**src/hw/rtl/lphash_pkg.sv**
```systemverilog
`default_nettype none

package lphash_pkg;

    localparam int KEY_W    = 31;
    localparam int VAL_W    = 32;
    localparam int CFG_W    = 11;

    localparam logic [CFG_W-1:0] CFG_SIZE_RESET = 11'd1024;

    // Remainder unit: radix-16 restoring steps over a 32-bit dividend.
    localparam int DIV_RADIX_BITS = 4;
    localparam int DIV_STEPS      = 8;
    localparam int DIV_W          = DIV_RADIX_BITS * DIV_STEPS;
    localparam int DIV_CNT_W      = $clog2(DIV_STEPS);

    typedef enum logic {
        OP_INSERT = 1'b0,
        OP_LOOKUP = 1'b1
    } t_op;

    typedef enum logic [1:0] {
        ST_OK      = 2'd0,
        ST_PRESENT = 2'd1,
        ST_ZERO    = 2'd2,
        ST_FULL    = 2'd3
    } t_status;

    typedef struct packed {
        logic [KEY_W-1:0] key;
        logic [VAL_W-1:0] value;
    } t_slot;

endpackage

`default_nettype wire

```
**src/hw/rtl/lphash_mod.sv**
```systemverilog
`default_nettype none

// Key modulo table size, four quotient bits per cycle.
module lphash_mod #(
    parameter int MAX_SLOTS = 1024
) (
    input  wire                                i_clk,
    input  wire                                i_rst_n,
    input  wire                                i_start,
    input  wire [lphash_pkg::KEY_W-1:0]        i_key,
    input  wire [$clog2(MAX_SLOTS):0]          i_size,
    output logic                               o_done,
    output logic [$clog2(MAX_SLOTS)-1:0]       o_rem
);

    localparam int IW = $clog2(MAX_SLOTS);
    localparam int CW = IW + 1;

    logic [lphash_pkg::DIV_W-1:0]     r_dvd;
    logic [IW-1:0]                    r_rem;
    logic [IW-1:0]                    n_rem;
    logic [lphash_pkg::DIV_CNT_W-1:0] r_cnt;
    logic                             r_busy;
    logic                             r_done;

    always_comb begin
        logic [IW-1:0] rem_t;
        logic [CW-1:0] trial;
        rem_t = r_rem;
        for (int i = 0; i < lphash_pkg::DIV_RADIX_BITS; i++) begin
            trial = {rem_t, r_dvd[lphash_pkg::DIV_W-1-i]};
            if (trial >= i_size) begin
                trial = trial - i_size;
            end
            rem_t = trial[IW-1:0];
        end
        n_rem = rem_t;
    end

    always_ff @(posedge i_clk) begin
        if (!i_rst_n) begin
            r_busy <= 1'b0;
            r_done <= 1'b0;
            r_cnt  <= '0;
        end else if (i_start) begin
            r_busy <= 1'b1;
            r_done <= 1'b0;
            r_cnt  <= '0;
        end else if (r_busy) begin
            r_cnt <= r_cnt + 1'b1;
            if (r_cnt == lphash_pkg::DIV_CNT_W'(lphash_pkg::DIV_STEPS - 1)) begin
                r_busy <= 1'b0;
                r_done <= 1'b1;
            end
        end else begin
            r_done <= 1'b0;
        end
    end

    always_ff @(posedge i_clk) begin
        if (i_start) begin
            r_dvd <= {{(lphash_pkg::DIV_W - lphash_pkg::KEY_W){1'b0}}, i_key};
            r_rem <= '0;
        end else if (r_busy) begin
            r_dvd <= r_dvd << lphash_pkg::DIV_RADIX_BITS;
            r_rem <= n_rem;
        end
    end

    assign o_done = r_done;
    assign o_rem  = r_rem;

endmodule

`default_nettype wire

```
**config.mk**
```make
export PLATFORM = sky130hd
export DESIGN_NAME = lphash_mod
export DESIGN_NICKNAME = d
export VERILOG_FILES = /design/src/hw/rtl/lphash_pkg.sv /design/src/hw/rtl/lphash_mod.sv
export SDC_FILE = /design/constraint.sdc
export NUM_CORES = 1
export LEC_CHECK = 0
export ABC_CLOCK_PERIOD_IN_PS = 8000
export BUFFER_PORTS_ARGS = -buffer_cell sky130_fd_sc_hd__buf_2
export CAP_MARGIN = 10
export CORE_UTILIZATION = 35
export CTS_BUF_LIST = sky130_fd_sc_hd__clkbuf_8
export DETAILED_ROUTE_END_ITERATION = 6
export MAX_ROUTING_LAYER = met4
export PLACE_DENSITY_LB_ADDON = 0.15
export REMOVE_ABC_BUFFERS = 1
export SYNTH_ARGS = -nofsm -noshare
export SYNTH_HDL_FRONTEND = slang
export SYNTH_SLANG_ARGS = --single-unit
export TNS_END_PERCENT = 10
```
**constraint.sdc**
```tcl
create_clock -name i_clk -period 8 [get_ports i_clk]
set_input_delay 0.8 -clock i_clk [delete_from_list [all_inputs] [get_ports i_clk]]
set_output_delay 0.8 -clock i_clk [all_outputs]
set_load 0.01 [all_outputs]
```
**Word level (Yosys, flattened, before mapping)**

Cells that the tools add are included.

- Register bits: 47
- Output and inout port bits: 11

- Add/sub/neg operators: 5
- $lt $le $gt $ge: 4
- Equal/unequal tests: 1
- Multiplexer cells: 9
- Bitwise operators: 2
- Reductions and logical operators: 3

Operators by type and width:

| cell | count |
|---|---|
| two-way mux 31 bit | 2 |
| >= comparator 11 bit | 4 |
| two-way mux 10 bit | 4 |
| subtractor 10 bit | 4 |
| adder 3 x 1 -> 3 bit, second input constant | 1 |
| == test 3 bit, second input constant | 1 |
| two-way mux 1 bit | 3 |
| OR reduction 3 bit | 1 |
| inverter 1 bit | 2 |
| nonzero test 2 bit | 1 |
| OR reduction 2 bit | 1 |

**Depth between registers and ports, before layout**

- Depth after elaboration: 8
- Mapped depth: 34
- Mapped depth without buffers: 31

**Worst setup path before layout**

Ideal clock, no wire load.

- Path kind: input to register
- From: input i_size[2]
- To: register r_rem[2] (netlist: o_rem[2])
- Data arrival time: 7.363 ns
- Slack: 0.517 ns
- Stages: 29
- Path through: inv_1 ha_1 clkbuf_1 a21oi_1 o21ai_0 a31o_2 or3_1 o21a_1 ha_1 a21o_1 nor3_1 a211oi_1 a221oi_2 mux2_2 inv_1 ha_1 nor2b_1 o31a_1 o31a_1 o41ai_4 buf_4 a2bb2oi_1 ha_1 a2111o_1 o22ai_1 a21oi_1 clkbuf_1 and3_1 a211o_1

- Word-level cells in the longest chain between the ends: 8
- Elaborated cells on any way between the ends: 12
- Classes of those cells: add/sub (4); order compare (4); mux (4)

Ends and longest elaborated chain:

| what | line | text |
|---|---|---|
| start: declaration | lphash_mod.sv:11 | `input wire [$clog2(MAX_SLOTS):0] i_size,` |
| subtractor 10 bit / >= comparator 11 bit (equally long branches) | lphash_mod.sv:33, lphash_mod.sv:32 |  |
| two-way mux 10 bit | lphash_mod.sv:32 | `if (trial >= i_size) begin` |
| subtractor 10 bit / >= comparator 11 bit (equally long branches) | lphash_mod.sv:33, lphash_mod.sv:32 |  |
| two-way mux 10 bit | lphash_mod.sv:32 |  |
| subtractor 10 bit / >= comparator 11 bit (equally long branches) | lphash_mod.sv:33, lphash_mod.sv:32 |  |
| two-way mux 10 bit | lphash_mod.sv:32 |  |
| >= comparator 11 bit / subtractor 10 bit (equally long branches) | lphash_mod.sv:32, lphash_mod.sv:33 |  |
| two-way mux 10 bit * | lphash_mod.sv:32 |  |
| end signal: assignment | lphash_mod.sv:66 | `r_rem <= n_rem;` |
| end: declaration | lphash_mod.sv:20 | `logic [IW-1:0] r_rem;` |

Mark *: on every way between the ends. The rest lies on a longest branch, timed or not.
A chain may end at the register's enable or synchronous reset.

**Final worst setup path**

- From: input i_size[8]
- To: register r_rem[2] (netlist: o_rem[2])

- Word-level cells in the longest chain between the ends: 8
- Elaborated cells on any way between the ends: 12
- Classes of those cells: add/sub (4); order compare (4); mux (4)

Ends and longest elaborated chain:

| what | line |
|---|---|
| subtractor 10 bit / >= comparator 11 bit (equally long branches) | lphash_mod.sv:33, lphash_mod.sv:32 |
| two-way mux 10 bit | lphash_mod.sv:32 |
| subtractor 10 bit / >= comparator 11 bit (equally long branches) | lphash_mod.sv:33, lphash_mod.sv:32 |
| two-way mux 10 bit | lphash_mod.sv:32 |
| >= comparator 11 bit / subtractor 10 bit (equally long branches) | lphash_mod.sv:32, lphash_mod.sv:33 |
| two-way mux 10 bit | lphash_mod.sv:32 |
| subtractor 10 bit / >= comparator 11 bit (equally long branches) | lphash_mod.sv:33, lphash_mod.sv:32 |
| two-way mux 10 bit * | lphash_mod.sv:32 |

Marks and branches as above.

==> flow_summary.toml <==
[status]
status = "completed"

[finish]
syn2layout_area_growth_pct = 20.5
antennaDiodeCount = 0
fill_cells = 1231
drive_above_1_share = 0.271
nNetsFinal = 666

[logic_synthesis]
synth_area_leader_cell = "edfxtp_1"
ys_async_sr_fraction = 0
avgSynthCellArea_um2 = 9.19
synth_area_leaders = "edfxtp_1 22%, ha_1 13%, mux2_2 8.1%"
ys.flop_type = "edfxtp_1"
syn_inst = 471
yosysUniqueCellTypes = 57
yosysWarnings = 0
synth_area_mm2 = 0.00433
synth-seq-cells = 47
yosysSeqAreaShare = 0.289
yosysTopAreaCellShare = 0.215
synth_edf_count = 31

[floorplanning]
die_w_um = 113
num_io_pins = 56
core_mm2 = 0.0120
start_util = 0.360
rows = 40
dieHeight_um = 113
design.die.area_mm2 = 0.0128

[clock_network]
htree_levels = 2
numClockSinks = 47
numCtsBuffers = 5
insertion_delay_ns = 0.31
cts.clk_slew.worst_paths_ns = 0.09
cts_root_buf = "clkbuf_8"
cts_tree = "yes"
cts.path.max_buffers = 2
holdBufCountCts = 0

[min_path]
whs_endpoint = "r_dvd[31]"
hold_path.class = "reg2reg"
holdPathStages = 2
hp-start = "r_dvd[27]"

[placed_design]
io_buffers = 55
place_congestion = 0.885
place_hpwl_um = 9490

[global_routing]
grt_pass1_wl_um = 19100
grt_max_degree = 47
antenna_found_initial = 0
overflow = 0
grt_usage = 0.195
grt_pass1_vias = 3879

[power_and_ir_drop]
powerDensity_mw_per_mm2 = 444
ir_drop_uv = 218
leakagePower_nw = 2.46

[worst_setup_path]
crit_slowest_cell = "o21ai_0"
r2r_end = "o_rem[2]"
crit_type = "in2reg"
end_kind = "register"
reg2regPathDepth = 31
critPathMaxStageDelay_ns = 0.47
cp_num_buf_inv = 6
timing.rr.start = "o_rem[7]"
start_kind = "input pin"
crit_fanout = 7
path_delay_family = "compound AO/OA/AOI/OAI gates"
arrival_ns = 7.78
r2r_slack_ns = 0.66
cp_data_required_time_ns = 8.20

[timing]
skew_ns = 0.00531
setup_viol = 0
hold_viol = 0
finalCritPeriodShare = 0.947
min_period_ns = 7.58
grt_setup_unrepaired = "no"
finalHoldWorstSlack_ns = 0.507
max-slew-margin-rel = 0.367
max_freq_ghz = 0.132
slew_viol_final = 0
worstMarginPinSlew_ns = 0.950
fin_tns_setup_ns = 0

[routing]
finalWirelength_um = 11500
drt-initial-drc-count = 154
vias = 3793
drc = 0
dr.pass1.iters = 6
viasPerCell = 5.28
wl_per_cell_um = 16.0
ant_nets = 0

[run]
max_cap_violations = 0
==> worst max-delay path by stage <==
stage,start,endpoint,slack [ns],depth (start not counted)
2_1_floorplan,i_size[2],o_rem[0],0.23,28
3_3_place_gp,i_size[4],o_rem[0],0.08,31
3_5_place_dp,i_size[0],o_rem[0],0.03,31
4_1_cts,i_size[4],o_rem[0],0.30,32
5_1_grt,i_size[4],o_rem[2],0.02,33
6_report,i_size[8],o_rem[2],0.42,33
==> metrics by stage <==
stage          power [mW]  area [um^2]  setup WS, ns  instances   util
2_1_floorplan        1.56         4270         0.229        457      -
3_3_place_gp         2.13         5100        0.0840        708  0.424
3_5_place_dp         2.15         5100        0.0330        708  0.424
4_1_cts              2.31         5180         0.302        716  0.432
5_1_grt              2.55         5220        0.0230        719  0.434
6_report             2.32         5220         0.424        719  0.434
==> routing by layer <==
metal | GRT usage | routed length [um] | up-vias
li1 | - | - | 1950
met1 | 0.252 | 5680 | 1776
met2 | 0.326 | 5370 | 55
met3 | 0.0209 | 260 | 12
met4 | 0.0518 | 197 | 0
met5 | - | 0 | -
==> cell type report <==
class                   instances  area (um^2)  share of cell area
clock buffers                   5         68.8              0.0132
clock inverters                 3         20.0             0.00384
well taps                     147          184              0.0353
flip-flops and latches         47         1250               0.240
repair buffers                107          666               0.128
multi-input cells             378         2910               0.557
inverters                      32          120              0.0230
==> report_power, final <==
| group | leakage (nW) | internal (mW) | switching [mW] |
|---|---|---|---|
| clock network | 0.0460 | 0.0616 | 0.0842 |
| registers | 0.446 | 0.296 | 0.0306 |
| logic | 1.97 | 0.917 | 0.929 |
| total | 2.46 | 1.27 | 1.04 |
==> cells by family after synthesis <==
logic type	synth area share
multiplexers	0.0945
XOR/XNOR	0.0486
flip-flops	0.289
AO/OA/AOI/OAI	0.219
AND/OR/NAND/NOR	0.156
buffers and inverters	0.0413
adder cells (fa/ha/maj)	0.151
==> flip-flops by register name (all words and copies together) (netlist names) <==
signal and cells:
o_done 1, o_rem 10, r_busy 1, r_cnt 3
r_dvd 32
==> worst register-to-register path, delay by kind of cell, from the launching register on <==
kind	cells	cell delay, ns
adder cells (fa/ha/maj)	4	1.25
multiplexers	1	0.29
AO/OA/AOI/OAI	17	3.82
AND/OR/NAND/NOR	5	0.79
buffers and inverters	4	0.71
flip-flops	1	0.38
==> synth_stat cells, types with 3 or more instances <==
master,n
a211o_1,5
a211oi_1,8
a21boi_0,4
a21o_1,7
a21oi_1,27
a31oi_1,5
and2_1,8
and3_1,6
clkbuf_1,10
dfxtp_1,16
edfxtp_1,31
fa_1,4
ha_1,46
inv_1,32
mux2_2,31
mux2i_1,6
nand2_1,25
nand2b_1,4
nand3_1,7
nand4_1,4
nor2_1,32
nor2b_1,16
nor3_1,12
nor3b_1,7
o211ai_1,7
o21a_1,14
o21ai_0,24
o21bai_1,4
o22ai_1,4
o31a_1,4
o31ai_1,3
or2_2,3
xnor2_1,18
xor2_1,6
==> layout by cell type (no fill, tap or decap), types with 3 or more instances in the layout <==
master	netlist	final
and3_1	6	6
o211ai_1	7	7
nand2b_1	4	4
a31oi_1	5	5
or2_2	3	3
nor3b_1	7	7
o31a_1	4	4
a211o_1	5	5
and2_1	8	8
nor2_1	32	32
a21boi_0	4	4
mux2_2	31	31
xnor2_1	18	18
ha_1	46	46
a21oi_1	27	26
o21ai_0	24	23
xor2_1	6	6
o21bai_1	4	4
buf_4	1	52
o21a_1	14	14
o31ai_1	3	3
nand2_1	25	25
edfxtp_1	31	31
nand4_1	4	4
inv_1	32	33
nor2b_1	16	16
clkbuf_8	0	5
nor3_1	12	12
buf_2	2	55
a211oi_1	8	7
dfxtp_1	16	16
nand3_1	7	7
fa_1	4	4
a21o_1	7	7
o22ai_1	4	4
mux2i_1	6	6
==> what timing repair did <==
| action | CTS | global route |
|---|---|---|
| buffers inserted | 0 | 3 |
| gates resized for setup | 0 | 3 |
| setup endpoints to repair | 0 | 10 |
Note: power is estimated with default switching activity, not from simulation.
